===== src/fevad_pkg.sv =====
`timescale 1ns / 1ps
`default_nettype none
// ----------------------------------------------------------------------------
// fevad_pkg
// Shared constants, types and helpers of the frame energy voice detector.
// ----------------------------------------------------------------------------
package fevad_pkg;

    // sample format and frame size
    localparam int SAMPLE_BITS   = 16;
    localparam int FRAME_SAMPLES = 1024;

    // floor(log2(FRAME_SAMPLES))
    localparam int FRAME_SHIFT = $clog2(FRAME_SAMPLES + 1) - 1;
    localparam int IDX_W       = $clog2(FRAME_SAMPLES);
    localparam int SQ_W        = 2 * SAMPLE_BITS;
    localparam int ACC_W       = SQ_W + $clog2(FRAME_SAMPLES);
    // rescale of the mean to unsigned Q1.30
    localparam int SCALE_R     = (SAMPLE_BITS >= 16) ? 2 * (SAMPLE_BITS - 16) : 0;
    localparam int SCALE_L     = (SAMPLE_BITS < 16) ? 2 * (16 - SAMPLE_BITS) : 0;
    localparam int MEAN_W      = ACC_W + SCALE_L;

    localparam int ENERGY_W = 31;
    localparam int CNT_W    = 16;
    localparam logic [ENERGY_W-1:0] ENERGY_MAX = ENERGY_W'(1 << 30);
    localparam logic [CNT_W-1:0]    CNT_MAX    = '1;

    // configuration port
    localparam int CFG_IDX_W  = 3;
    localparam int CFG_DATA_W = 31;

    localparam logic [CFG_IDX_W-1:0] REG_CONTINUOUS_MODE   = 3'd0;
    localparam logic [CFG_IDX_W-1:0] REG_DETECTION_ENABLED = 3'd1;
    localparam logic [CFG_IDX_W-1:0] REG_SILENCE_LIMIT     = 3'd2;
    localparam logic [CFG_IDX_W-1:0] REG_SPEECH_LIMIT      = 3'd3;
    localparam logic [CFG_IDX_W-1:0] REG_MIN_SPEECH_RUN    = 3'd4;
    localparam logic [CFG_IDX_W-1:0] REG_MIN_QUIET_RUN     = 3'd5;
    localparam logic [CFG_IDX_W-1:0] REG_MAX_CHUNK_FRAMES  = 3'd6;
    localparam logic [CFG_IDX_W-1:0] REG_QUIET_FOR_SILENCE = 3'd7;

    // register reset values
    localparam logic [ENERGY_W-1:0] RST_SILENCE_LIMIT     = 31'd1073742;
    localparam logic [ENERGY_W-1:0] RST_SPEECH_LIMIT      = 31'd2684355;
    localparam logic [CNT_W-1:0]    RST_MIN_SPEECH_RUN    = 16'd3;
    localparam logic [CNT_W-1:0]    RST_MIN_QUIET_RUN     = 16'd16;
    localparam logic [CNT_W-1:0]    RST_MAX_CHUNK_FRAMES  = 16'd500;
    localparam logic [CNT_W-1:0]    RST_QUIET_FOR_SILENCE = 16'd31;

    // chunk event codes
    typedef logic [1:0] t_event;
    localparam t_event EVT_NONE  = 2'd0;
    localparam t_event EVT_END   = 2'd1;
    localparam t_event EVT_SPLIT = 2'd2;

    // frame energy handed from the accumulator to the detector
    typedef struct packed {
        logic                valid;
        logic [ENERGY_W-1:0] energy;
    } t_frame;

    function automatic logic [CNT_W-1:0] sat_inc(input logic [CNT_W-1:0] v);
        return (v == CNT_MAX) ? CNT_MAX : v + CNT_W'(1);
    endfunction

endpackage
`default_nettype wire


===== src/fevad_accum.sv =====
`timescale 1ns / 1ps
`default_nettype none
// ----------------------------------------------------------------------------
// fevad_accum
// Input register, squarer, frame accumulator and mean-square stage.
// ----------------------------------------------------------------------------
module fevad_accum (
    input  wire logic                                 i_clk,
    input  wire logic                                 i_rst_n,
    input  wire logic                                 i_adv,
    input  wire logic                                 i_in_valid,
    input  wire logic signed [fevad_pkg::SAMPLE_BITS-1:0] i_sample,
    output fevad_pkg::t_frame                          o_frame
);
    import fevad_pkg::*;

    logic                          r_in_valid;
    logic signed [SAMPLE_BITS-1:0] r_sample;
    logic                          r_sq_valid;
    logic [SQ_W-1:0]               r_sq;
    logic [ACC_W-1:0]              r_sum;
    logic [IDX_W-1:0]              r_index;
    logic                          r_frame_valid;
    logic [ACC_W-1:0]              r_frame_sum;
    logic                          r_energy_valid;
    logic [ENERGY_W-1:0]           r_energy;

    logic signed [SQ_W-1:0] w_prod;
    logic [ACC_W-1:0]       w_sum_next;
    logic                   w_last;
    logic [MEAN_W-1:0]      w_mean;
    logic [ENERGY_W-1:0]    n_energy;

    assign w_prod     = r_sample * r_sample;
    assign w_sum_next = r_sum + ACC_W'(r_sq);
    assign w_last     = (r_index == IDX_W'(FRAME_SAMPLES - 1));

    always_comb begin
        w_mean = (MEAN_W'(r_frame_sum) >> (FRAME_SHIFT + SCALE_R)) << SCALE_L;
        if (w_mean > MEAN_W'(ENERGY_MAX)) begin
            n_energy = ENERGY_MAX;
        end else begin
            n_energy = w_mean[ENERGY_W-1:0];
        end
    end

    always_ff @(posedge i_clk) begin
        if (!i_rst_n) begin
            r_in_valid     <= 1'b0;
            r_sq_valid     <= 1'b0;
            r_sum          <= '0;
            r_index        <= '0;
            r_frame_valid  <= 1'b0;
            r_energy_valid <= 1'b0;
        end else if (i_adv) begin
            r_in_valid     <= i_in_valid;
            r_sq_valid     <= r_in_valid;
            r_frame_valid  <= r_sq_valid && w_last;
            r_energy_valid <= r_frame_valid;
            if (r_sq_valid) begin
                if (w_last) begin
                    r_sum   <= '0;
                    r_index <= '0;
                end else begin
                    r_sum   <= w_sum_next;
                    r_index <= r_index + IDX_W'(1);
                end
            end
        end
    end

    // payload stages
    always_ff @(posedge i_clk) begin
        if (i_adv) begin
            r_sample    <= i_sample;
            r_sq        <= w_prod;
            r_frame_sum <= w_sum_next;
            r_energy    <= n_energy;
        end
    end

    assign o_frame.valid  = r_energy_valid;
    assign o_frame.energy = r_energy;

    a_energy_range: assert property (@(posedge i_clk) disable iff (!i_rst_n)
        r_energy_valid |-> (r_energy <= ENERGY_MAX))
        else $error("frame energy above saturation limit");

    a_index_restart: assert property (@(posedge i_clk) disable iff (!i_rst_n)
        r_frame_valid |-> (r_index == '0))
        else $error("sample index not restarted at frame end");

    a_frame_spacing: assert property (@(posedge i_clk) disable iff (!i_rst_n)
        (i_adv && r_frame_valid) |=> !r_frame_valid)
        else $error("frame ends in consecutive cycles");

endmodule
`default_nettype wire


===== src/fevad_vad.sv =====
`timescale 1ns / 1ps
`default_nettype none
// ----------------------------------------------------------------------------
// fevad_vad
// Configuration registers, quiet counter, speech state machine, result register.
// ----------------------------------------------------------------------------
module fevad_vad (
    input  wire logic                                 i_clk,
    input  wire logic                                 i_rst_n,
    input  wire logic                                 i_adv,
    input  wire fevad_pkg::t_frame                    i_frame,
    input  wire logic                                 i_cfg_valid,
    input  wire logic [fevad_pkg::CFG_IDX_W-1:0]      i_cfg_index,
    input  wire logic [fevad_pkg::CFG_DATA_W-1:0]     i_cfg_data,
    output logic                                      o_out_valid,
    input  wire logic                                 i_out_ready,
    output logic [fevad_pkg::ENERGY_W-1:0]            o_frame_energy,
    output logic                                      o_speaking,
    output logic [1:0]                                o_chunk_event,
    output logic                                      o_silence_reached
);
    import fevad_pkg::*;

    // configuration
    logic                r_continuous, n_continuous;
    logic                r_detect, n_detect;
    logic [ENERGY_W-1:0] r_silence_limit, n_silence_limit;
    logic [ENERGY_W-1:0] r_speech_limit, n_speech_limit;
    logic [CNT_W-1:0]    r_min_speech, n_min_speech;
    logic [CNT_W-1:0]    r_min_quiet, n_min_quiet;
    logic [CNT_W-1:0]    r_max_chunk, n_max_chunk;
    logic [CNT_W-1:0]    r_quiet_limit, n_quiet_limit;

    // detector state
    logic             r_in_speech, n_in_speech;
    logic [CNT_W-1:0] r_speech_run, n_speech_run;
    logic [CNT_W-1:0] r_quiet_run, n_quiet_run;
    logic [CNT_W-1:0] r_plain_count, n_plain_count;
    logic [CNT_W-1:0] r_chunk_len, n_chunk_len;
    t_event           n_event;
    logic             w_speech;
    logic             w_frame;

    // result register
    logic                r_out_valid;
    logic [ENERGY_W-1:0] r_out_energy;
    logic                r_out_speaking;
    t_event              r_out_event;
    logic                r_out_silence;
    logic                w_load;

    assign w_frame  = i_frame.valid && i_adv;
    assign w_speech = (i_frame.energy > r_speech_limit);
    assign w_load   = !r_out_valid || i_out_ready;

    always_comb begin
        n_continuous    = r_continuous;
        n_detect        = r_detect;
        n_silence_limit = r_silence_limit;
        n_speech_limit  = r_speech_limit;
        n_min_speech    = r_min_speech;
        n_min_quiet     = r_min_quiet;
        n_max_chunk     = r_max_chunk;
        n_quiet_limit   = r_quiet_limit;
        n_in_speech     = r_in_speech;
        n_speech_run    = r_speech_run;
        n_quiet_run     = r_quiet_run;
        n_plain_count   = r_plain_count;
        n_chunk_len     = r_chunk_len;
        n_event         = EVT_NONE;

        if (i_cfg_valid) begin
            case (i_cfg_index)
                REG_CONTINUOUS_MODE: begin
                    n_continuous = i_cfg_data[0];
                    if (r_detect) begin
                        n_in_speech = 1'b0;
                        n_chunk_len = '0;
                        if (i_cfg_data[0]) begin
                            n_speech_run = '0;
                            n_quiet_run  = '0;
                        end
                    end
                end
                REG_DETECTION_ENABLED: n_detect        = i_cfg_data[0];
                REG_SILENCE_LIMIT:     n_silence_limit = i_cfg_data[ENERGY_W-1:0];
                REG_SPEECH_LIMIT:      n_speech_limit  = i_cfg_data[ENERGY_W-1:0];
                REG_MIN_SPEECH_RUN:    n_min_speech    = i_cfg_data[CNT_W-1:0];
                REG_MIN_QUIET_RUN:     n_min_quiet     = i_cfg_data[CNT_W-1:0];
                REG_MAX_CHUNK_FRAMES:  n_max_chunk     = i_cfg_data[CNT_W-1:0];
                REG_QUIET_FOR_SILENCE: n_quiet_limit   = i_cfg_data[CNT_W-1:0];
                default: ;
            endcase
        end else if (w_frame) begin
            if (!r_continuous) begin
                if (i_frame.energy < r_silence_limit) begin
                    n_plain_count = sat_inc(r_plain_count);
                end else begin
                    n_plain_count = '0;
                end
            end else if (r_detect) begin
                if (!r_in_speech) begin
                    if (w_speech) begin
                        n_speech_run = sat_inc(r_speech_run);
                        if (n_speech_run >= r_min_speech) begin
                            n_in_speech  = 1'b1;
                            n_speech_run = '0;
                            n_quiet_run  = '0;
                            n_chunk_len  = '0;
                        end
                    end else begin
                        n_speech_run = '0;
                    end
                end else begin
                    n_chunk_len = sat_inc(r_chunk_len);
                    if (!w_speech) begin
                        n_quiet_run = sat_inc(r_quiet_run);
                        if (n_quiet_run >= r_min_quiet) begin
                            n_in_speech  = 1'b0;
                            n_quiet_run  = '0;
                            n_speech_run = '0;
                            n_chunk_len  = '0;
                            n_event      = EVT_END;
                        end
                    end else begin
                        n_quiet_run = '0;
                        if (n_chunk_len >= r_max_chunk) begin
                            n_event     = EVT_SPLIT;
                            n_chunk_len = '0;
                        end
                    end
                end
            end
        end
    end

    always_ff @(posedge i_clk) begin
        if (!i_rst_n) begin
            r_continuous    <= 1'b0;
            r_detect        <= 1'b1;
            r_silence_limit <= RST_SILENCE_LIMIT;
            r_speech_limit  <= RST_SPEECH_LIMIT;
            r_min_speech    <= RST_MIN_SPEECH_RUN;
            r_min_quiet     <= RST_MIN_QUIET_RUN;
            r_max_chunk     <= RST_MAX_CHUNK_FRAMES;
            r_quiet_limit   <= RST_QUIET_FOR_SILENCE;
            r_in_speech     <= 1'b0;
            r_speech_run    <= '0;
            r_quiet_run     <= '0;
            r_plain_count   <= '0;
            r_chunk_len     <= '0;
            r_out_valid     <= 1'b0;
        end else begin
            r_continuous    <= n_continuous;
            r_detect        <= n_detect;
            r_silence_limit <= n_silence_limit;
            r_speech_limit  <= n_speech_limit;
            r_min_speech    <= n_min_speech;
            r_min_quiet     <= n_min_quiet;
            r_max_chunk     <= n_max_chunk;
            r_quiet_limit   <= n_quiet_limit;
            r_in_speech     <= n_in_speech;
            r_speech_run    <= n_speech_run;
            r_quiet_run     <= n_quiet_run;
            r_plain_count   <= n_plain_count;
            r_chunk_len     <= n_chunk_len;
            if (w_load) begin
                r_out_valid <= i_frame.valid;
            end
        end
    end

    always_ff @(posedge i_clk) begin
        if (w_load) begin
            r_out_energy   <= i_frame.energy;
            r_out_speaking <= n_in_speech;
            r_out_event    <= n_event;
            r_out_silence  <= (n_plain_count >= r_quiet_limit);
        end
    end

    assign o_out_valid       = r_out_valid;
    assign o_frame_energy    = r_out_energy;
    assign o_speaking        = r_out_speaking;
    assign o_chunk_event     = r_out_event;
    assign o_silence_reached = r_out_silence;

    a_end_is_silent: assert property (@(posedge i_clk) disable iff (!i_rst_n)
        (r_out_valid && r_out_event == EVT_END) |-> !r_out_speaking)
        else $error("chunk end reported while speaking");

    a_split_is_speaking: assert property (@(posedge i_clk) disable iff (!i_rst_n)
        (r_out_valid && r_out_event == EVT_SPLIT) |-> r_out_speaking)
        else $error("chunk split reported while silent");

    a_no_lost_frame: assert property (@(posedge i_clk) disable iff (!i_rst_n)
        (i_frame.valid && !i_adv) |-> (r_out_valid && !i_out_ready))
        else $error("frame held without a blocked result");

endmodule
`default_nettype wire


===== src/frame_energy_voice_activity_detector.sv =====
`timescale 1ns / 1ps
`default_nettype none
// ----------------------------------------------------------------------------
// frame_energy_voice_activity_detector
// Frame mean-square energy with quiet counting and speech chunk detection.
// ----------------------------------------------------------------------------
// channel  direction  handshake                  payload
// in       sink       i_in_valid / o_in_ready    i_sample
// out      source     o_out_valid / i_out_ready  o_frame_energy, o_speaking,
//                                                o_chunk_event, o_silence_reached
// cfg      sink       i_cfg_valid / o_cfg_ready  i_cfg_index, i_cfg_data
//
// one sample per clock while o_in_ready is high; one result per FRAME_SAMPLES samples
// the result of a frame is registered after its last sample is accepted, in order through
//   the input register, squarer, accumulator, mean stage and result register
// synchronous active-low reset clears all control state and loads register defaults
// input stalls only when a finished frame meets a result not yet taken
// ----------------------------------------------------------------------------
module frame_energy_voice_activity_detector (
    input  wire logic                                     i_clk,
    input  wire logic                                     i_rst_n,
    input  wire logic                                     i_in_valid,
    output logic                                          o_in_ready,
    input  wire logic signed [fevad_pkg::SAMPLE_BITS-1:0] i_sample,
    output logic                                          o_out_valid,
    input  wire logic                                     i_out_ready,
    output logic [fevad_pkg::ENERGY_W-1:0]                o_frame_energy,
    output logic                                          o_speaking,
    output logic [1:0]                                    o_chunk_event,
    output logic                                          o_silence_reached,
    input  wire logic                                     i_cfg_valid,
    output logic                                          o_cfg_ready,
    input  wire logic [fevad_pkg::CFG_IDX_W-1:0]          i_cfg_index,
    input  wire logic [fevad_pkg::CFG_DATA_W-1:0]         i_cfg_data
);
    import fevad_pkg::*;

    t_frame w_frame;
    logic   w_adv;
    logic   w_out_valid;

    // pipeline moves unless a frame result waits on a blocked output
    assign w_adv       = !w_frame.valid || !w_out_valid || i_out_ready;
    assign o_in_ready  = w_adv;
    assign o_cfg_ready = 1'b1;
    assign o_out_valid = w_out_valid;

    fevad_accum u_accum (
        .i_clk      (i_clk),
        .i_rst_n    (i_rst_n),
        .i_adv      (w_adv),
        .i_in_valid (i_in_valid),
        .i_sample   (i_sample),
        .o_frame    (w_frame)
    );

    fevad_vad u_vad (
        .i_clk             (i_clk),
        .i_rst_n           (i_rst_n),
        .i_adv             (w_adv),
        .i_frame           (w_frame),
        .i_cfg_valid       (i_cfg_valid),
        .i_cfg_index       (i_cfg_index),
        .i_cfg_data        (i_cfg_data),
        .o_out_valid       (w_out_valid),
        .i_out_ready       (i_out_ready),
        .o_frame_energy    (o_frame_energy),
        .o_speaking        (o_speaking),
        .o_chunk_event     (o_chunk_event),
        .o_silence_reached (o_silence_reached)
    );

endmodule
`default_nettype wire

===== config.mk =====
export PLATFORM = sky130hd
export DESIGN_NAME = frame_energy_voice_activity_detector
export DESIGN_NICKNAME = d
export VERILOG_FILES = /design/src/fevad_pkg.sv /design/src/fevad_accum.sv /design/src/fevad_vad.sv /design/src/frame_energy_voice_activity_detector.sv
export SDC_FILE = /design/constraint.sdc
export NUM_CORES = 2
export LEC_CHECK = 0
export CAP_MARGIN = 20
export CORE_MARGIN = 2
export CORE_UTILIZATION = 40
export DETAILED_ROUTE_END_ITERATION = 10
export DONT_BUFFER_PORTS = 1
export GPL_ROUTABILITY_DRIVEN = 0
export SLEW_MARGIN = 20
export SYNTH_ARGS = -nofsm -noshare
export SYNTH_HDL_FRONTEND = slang
export SYNTH_SLANG_ARGS = --single-unit

===== constraint.sdc =====
create_clock -name i_clk -period 7.05 [get_ports i_clk]
set_input_delay 1.0575 -clock i_clk [delete_from_list [all_inputs] [get_ports i_clk]]
set_output_delay 1.0575 -clock i_clk [all_outputs]
set_load 0.05 [all_outputs]

After elaboration in Yosys (flattened, before gate mapping). Index checks and enable logic that the tools add are counted.

Flip-flop bits (word level): 406. Output and inout port bits: 38.

Add/subtract/negate cells: 6. $mul: 1. Order comparisons: 7. Eq/ne operators: 16. Muxes and demuxes: 55. Bitwise logic cells: 4. Reductions and logical operators: 25.

Operator list (number): $mux W16 (39); $add A16 B1 Y16 const B (4); $eq A16 B16 Y1 const B (4); $ge A16 B16 Y1 (4); $add A42 B32 Y42 (1); $mux W42 (1); $gt A32 B31 Y1 const B (1); $mul A16 B16 Y32 (1); $gt A31 B31 Y1 (1); $lt A31 B31 Y1 (1); $reduce_and A2 Y1 (9); $reduce_and A7 Y1 (2); $eq A3 B3 Y1 const B (4); $mux W1 (12); $add A10 B1 Y10 const B (1); $eq A10 B10 Y1 const B (1); $mux W10 (1); $eq A3 B2 Y1 const B (2); $ne A3 B3 Y1 const B (2); $reduce_and A6 Y1 (1); $reduce_bool A3 Y1 (2); $reduce_or A5 Y1 (1); $mux W2 (2); $ne A2 B1 Y1 const B (2); other kinds (7) (15).

Longest topological paths before layout.
Depth after elaboration: 10. Gate-level depth with buffers: 25. Mapped depth without buffers: 24.

Hierarchy. A second synthesis with hierarchy kept.

Cell total of the unflattened synthesis: 3200. Area, all modules: 29155.5 um^2.

Modules (own cells, without submodules): fevad_accum (times used 1, cells each 1634, area an instance 16445.8 um^2, seq. area each 4424.2 um^2); fevad_vad (times used 1, cells each 1563, area an instance 12690.9 um^2, seq. area each 4934.7 um^2); frame_energy_voice_activity_detector (times used 1, cells each 3, area an instance 18.8 um^2, seq. area each 0.0 um^2).

Worst setup path after synthesis. OpenSTA, ideal clock, no wires.

Kind: register to register. From: reg u_accum.r_sample[5]. To: reg u_accum.r_sq[31], data pin. Setup time: 0.260 ns. Arrival time: 6.168 ns. Data required time: 6.790 ns. Path slack: 0.622 ns. Cell stages (with the launch flop): 24. Buffers on the path: 3. Cells stage by stage: edfxtp_1 clkbuf_1 clkbuf_1 nand2_1 fa_1 inv_1 fa_1 fa_1 fa_1 fa_1 inv_1 fa_1 inv_1 ha_1 clkbuf_1 a21o_1 a21o_1 a21oi_1 o21ai_1 a21oi_1 a31oi_1 o21a_1 nor2_1 xnor2_1.

Longest elaborated chain between the ends: 1.

Ends and longest elaborated chain: start, declared (RTL line fevad_accum.sv:18) `logic signed [SAMPLE_BITS-1:0] r_sample;`; start signal, assigned (RTL line fevad_accum.sv:75) `r_sample <= i_sample;`; $mul A16 B16 Y32 (RTL line fevad_accum.sv:34) `assign w_prod = r_sample * r_sample;`; named net u_accum.w_prod[31] (RTL line fevad_accum.sv:28) `logic signed [SQ_W-1:0] w_prod;`; end signal, assigned (RTL line fevad_accum.sv:76) `r_sq <= w_prod;`; end, declared (RTL line fevad_accum.sv:20) `logic [SQ_W-1:0] r_sq;`.

The timed path passes the listed nets, and every way through them passes these cells. A chain may end at the register's enable or synchronous reset.

Worst setup path in the final report.
From: reg u_accum.r_sample[9]. To: reg u_accum.r_sq[31], data pin.

Same word-level chain as after synthesis.

==> PnR_summary.wiki <==
{| class="wikitable"
! Metric !! Value
|-
| Run status || finished, final reports clean
|-
| Yosys top cell by area || dfxtp_1
|-
| CTS root buf || clkbuf_16
|-
| Initial Util || 40.4%
|-
| Placement row count || 98
|-
| Commonest cells after routing, fill and taps aside || 484 x inv_1, 472 x nand2_1, 250 x ha_1, 250 x dfxtp_1, 234 x fa_1
|-
| Net count after synthesis || 3685
|-
| Number of nets in the final layout || 3655
|-
| Total count of hold-check failures in the final report || 0
|-
| TritonCTS clock tree || done
|-
| IO Port Bufs || 0
|-
| Prevailing post-synth register cell || dfxtp_1
|-
| Slowest stage cell on the critical path || edfxtp_1
|-
| Worst slew pin tran || 1.07 ns
|-
| Synth Register Bits || 395
|-
| Proportion of netlist area held by the largest area contributor || 17.3%
|-
| Average wire per cell in the routed design || 16.1 microns
|-
| Ratio of total power to cell area || 476 nW/um^2
|-
| Worst slew margin || 28.2%
|-
| Setup skew after layout || 0.0721 ns
|-
| Class of the tightest hold or removal check || flip-flop to flip-flop
|-
| Fraction of the yosys area taken by sequential cells || 32.4%
|-
| Area growth from synthesis to final layout || 9.18%
|-
| Number of buffers created by CTS || 46
|-
| Die Footprint || 74400 sq um
|-
| Critical Path Most Common Cell || fa_1
|-
| Post-synthesis cell area || 28900 sq um
|-
| Post-detail-place hpwl || 50200 microns
|-
| Detailed Route Iter0 Violations || 1202
|-
| H-Tree Level Count || 2
|-
| Yosys warning total || 0
|-
| Netlist cell types || 84
|-
| LEAKAGE || 14.3 nW
|-
| Post-synthesis cell count || 3146
|-
| EDFF count, synth || 145
|-
| I/O pin count || 93
|-
| Count of nets left with antenna violations after detail routing || 0
|-
| Post-cts sizing count || 0
|-
| Share of final-layout standard cells stronger than drive strength 1 || 4.85%
|-
| Wire length of the first global-routing pass || 108000 microns
|-
| Total gr overflow || 0
|-
| Maximum number of pins on one net before global-route repair || 94
|-
| Antenna violations before repair || 2
|-
| Die Wd || 273 microns
|-
| Layout fillers || 6921
|-
| Hold-fix buffers at CTS || 0
|-
| Arrival time worst endpoint || 6.75 ns
|-
| Required time worst endpoint || 7.34 ns
|-
| Peak fanout along the critical path || 18
|-
| Category of the critical setup timing path || flip-flop to flip-flop
|-
| Maximum clock insertion buffer count || 3
|-
| Final setup fails || 0
|-
| Max Cap Violations || 0
|-
| Setup repair after global routing missed its margin || no
|-
| Cell chain of the critical path || and2_1 -> ha_1 -> xnor2_1 -> fa_1 -> fa_1 -> fa_1 -> fa_1 -> inv_1 -> fa_1 -> inv_1 -> ha_1 -> and4_1 -> and2_1 -> a221oi_1 -> a21oi_1 -> o21ai_1 -> a31oi_1 -> o21a_1 -> nor2_1 -> xnor2_1
|-
| Type of element launching the critical path || flip-flop
|-
| Count of buffers added by post-CTS timing repair for setup || 0
|-
| Chip height || 273 microns
|-
| Area of the core || 71500 sq um
|-
| Final period utilization || 91.7%
|-
| VDD IR-drop max || 0.488 mV
|-
| Max Clk Rate || 155 MHz
|-
| Detailed Route WL || 66300 microns
|-
| Most common cell after layout, fill and taps aside || inv_1
|-
| Via count of the first global-routing pass || 20000
|-
| Average via count per standard cell || 5.00
|-
| Main area contributors after synthesis || dfxtp_1 17%, fa_1 16%, edfxtp_1 15%
|-
| Fraction of registers with async set/reset || 0%
|-
| Overall track demand over capacity in global routing || 17.9%
|-
| Highest cell delay on the worst timing path || 0.75 ns
|-
| Post-route DRC || 0
|-
| Critical Path Sink Type || flip-flop
|-
| Clock-pin slew on the worst setup and hold paths || 0.06 ns
|-
| Min Clock Period, post-route || 6.46 ns
|-
| Detailed-route via count || 20500
|-
| Overall power || 15.0 mW
|-
| Number of max-slew violations in the final report || 0
|-
| Average cell area after synthesis || 9.18 sq um
|-
| Final-layout setup total negative slack || 0 ns
|-
| Clk sinks || 395
|-
| DRT Pass-1 Iters || 9
|-
| Worst-Skew Late Latency || 0.61 ns
|}
==> final timing paths <==
check / startpoint / slack [ns] / endpoint / cells after the start
setup / recovery: u_accum.r_sample[9]$_DFFE_PN_ / 0.59 / u_accum.r_sq[31]$_DFFE_PN_ / 20
hold / removal: u_vad.r_min_quiet[12]$_SDFFE_PN0P_ / 0.45 / u_vad.r_min_quiet[12]$_SDFFE_PN0P_ / 2
setup reg to reg: u_accum.r_sample[9]$_DFFE_PN_ / 0.59 / u_accum.r_sq[31]$_DFFE_PN_ / 20
hold reg to reg: u_vad.r_min_quiet[12]$_SDFFE_PN0P_ / 0.45 / u_vad.r_min_quiet[12]$_SDFFE_PN0P_ / 2
==> per-stage QoR <==
step,setup slack (ns),std cells,util [%],hold WS [ns],instance area [sq um]
3_3_place_gp,0.597,4018,41.8,0.442,29900
5_1_grt,0.162,4105,44.1,0.468,31500
4_1_cts,0.497,4104,44.1,0.456,31500
2_1_floorplan,0.622,3146,-,0.432,28900
3_5_place_dp,0.508,4018,41.8,0.447,29900
6_report,0.587,4105,44.1,0.454,31500
==> power breakdown <==
group / switching, mW / internal, mW / leakage (nW)
registers: 0.490 / 3.22 / 3.61
logic: 4.96 / 3.79 / 9.88
clock network: 1.03 / 1.54 / 0.795
==> area by class of cell <==
| cell class | instances | area, sq um | area share (%) |
|---|---|---|---|
| Tap cell | 950 | 1190 | 3.77 |
| Multi-Input combinational cell | 2152 | 17300 | 54.8 |
| Clock buffer | 60 | 1270 | 4.01 |
| Inverter | 487 | 1830 | 5.80 |
| Antenna cell | 1 | 2.50 | 0.00793 |
| Sequential cell | 395 | 9360 | 29.7 |
| Clock inverter | 26 | 363 | 1.15 |
| Timing Repair Buffer | 34 | 255 | 0.809 |
==> registers in the layout (all words and copies together), names as in the netlist, 2 cells and up <==
| register | cells |
|---|---|
| u_vad.r_speech_run | 16 |
| u_vad.r_silence_limit | 31 |
| u_vad.r_chunk_len | 16 |
| u_vad.r_quiet_limit | 16 |
| u_vad.r_plain_count | 16 |
| u_vad.r_max_chunk | 16 |
| u_accum.r_sq | 31 |
| u_vad.o_frame_energy | 31 |
| u_accum.r_sum | 42 |
| u_accum.r_energy | 31 |
| u_accum.r_index | 10 |
| u_vad.r_min_quiet | 16 |
| u_vad.o_chunk_event | 2 |
| u_vad.r_min_speech | 16 |
| u_accum.r_frame_sum | 32 |
| u_vad.r_quiet_run | 16 |
| u_accum.r_sample | 16 |
| u_vad.r_speech_limit | 31 |
==> synth_stat cells, drive strengths merged (21+ instances only) <==
cell	count
a21o	62
nand2	473
a21oi	212
nor3	26
and2	92
dfxtp	250
a32o	24
xnor2	64
nor2b	22
o211ai	43
clkbuf	98
nand2b	21
inv	486
o21ai	85
fa	234
xor2	52
ha	250
and3	40
nand3	72
nor2	135
nand4	28
edfxtp	145
==> worst max-delay path: cells and delay by family (launching register included) <==
kind                       cells  cell delay [ns]
AOI/OAI and AO/OA              5             1.06
xor gates and xnor gates       2             0.29
adders and majority gates      7             3.19
buffers and inverters          2             0.09
DFF                            1             0.75
and+or+nand+nor                4             0.81
==> layer usage <==
layer | GRT usage, % | share of wire (%) | wire length (microns)
met4 | 4.67 | 2.5 | 1620
met1 | 24.7 | 48 | 31700
met2 | 29.3 | 45 | 30000
met5 | 0 | 0 | 0
met3 | 2.82 | 4.5 | 2960
==> logic make-up after synthesis <==
logic type	after synthesis	share of synthesized area, %
simple gates	957	15.3
flops	395	32.4
xor+xnor	116	3.52
buf+inv	599	7.90
other cells	1	0.0130
mux	18	0.624
fa+ha+maj	484	27.0
compound gates	576	13.2
Power figures use the tool's default switching activity.
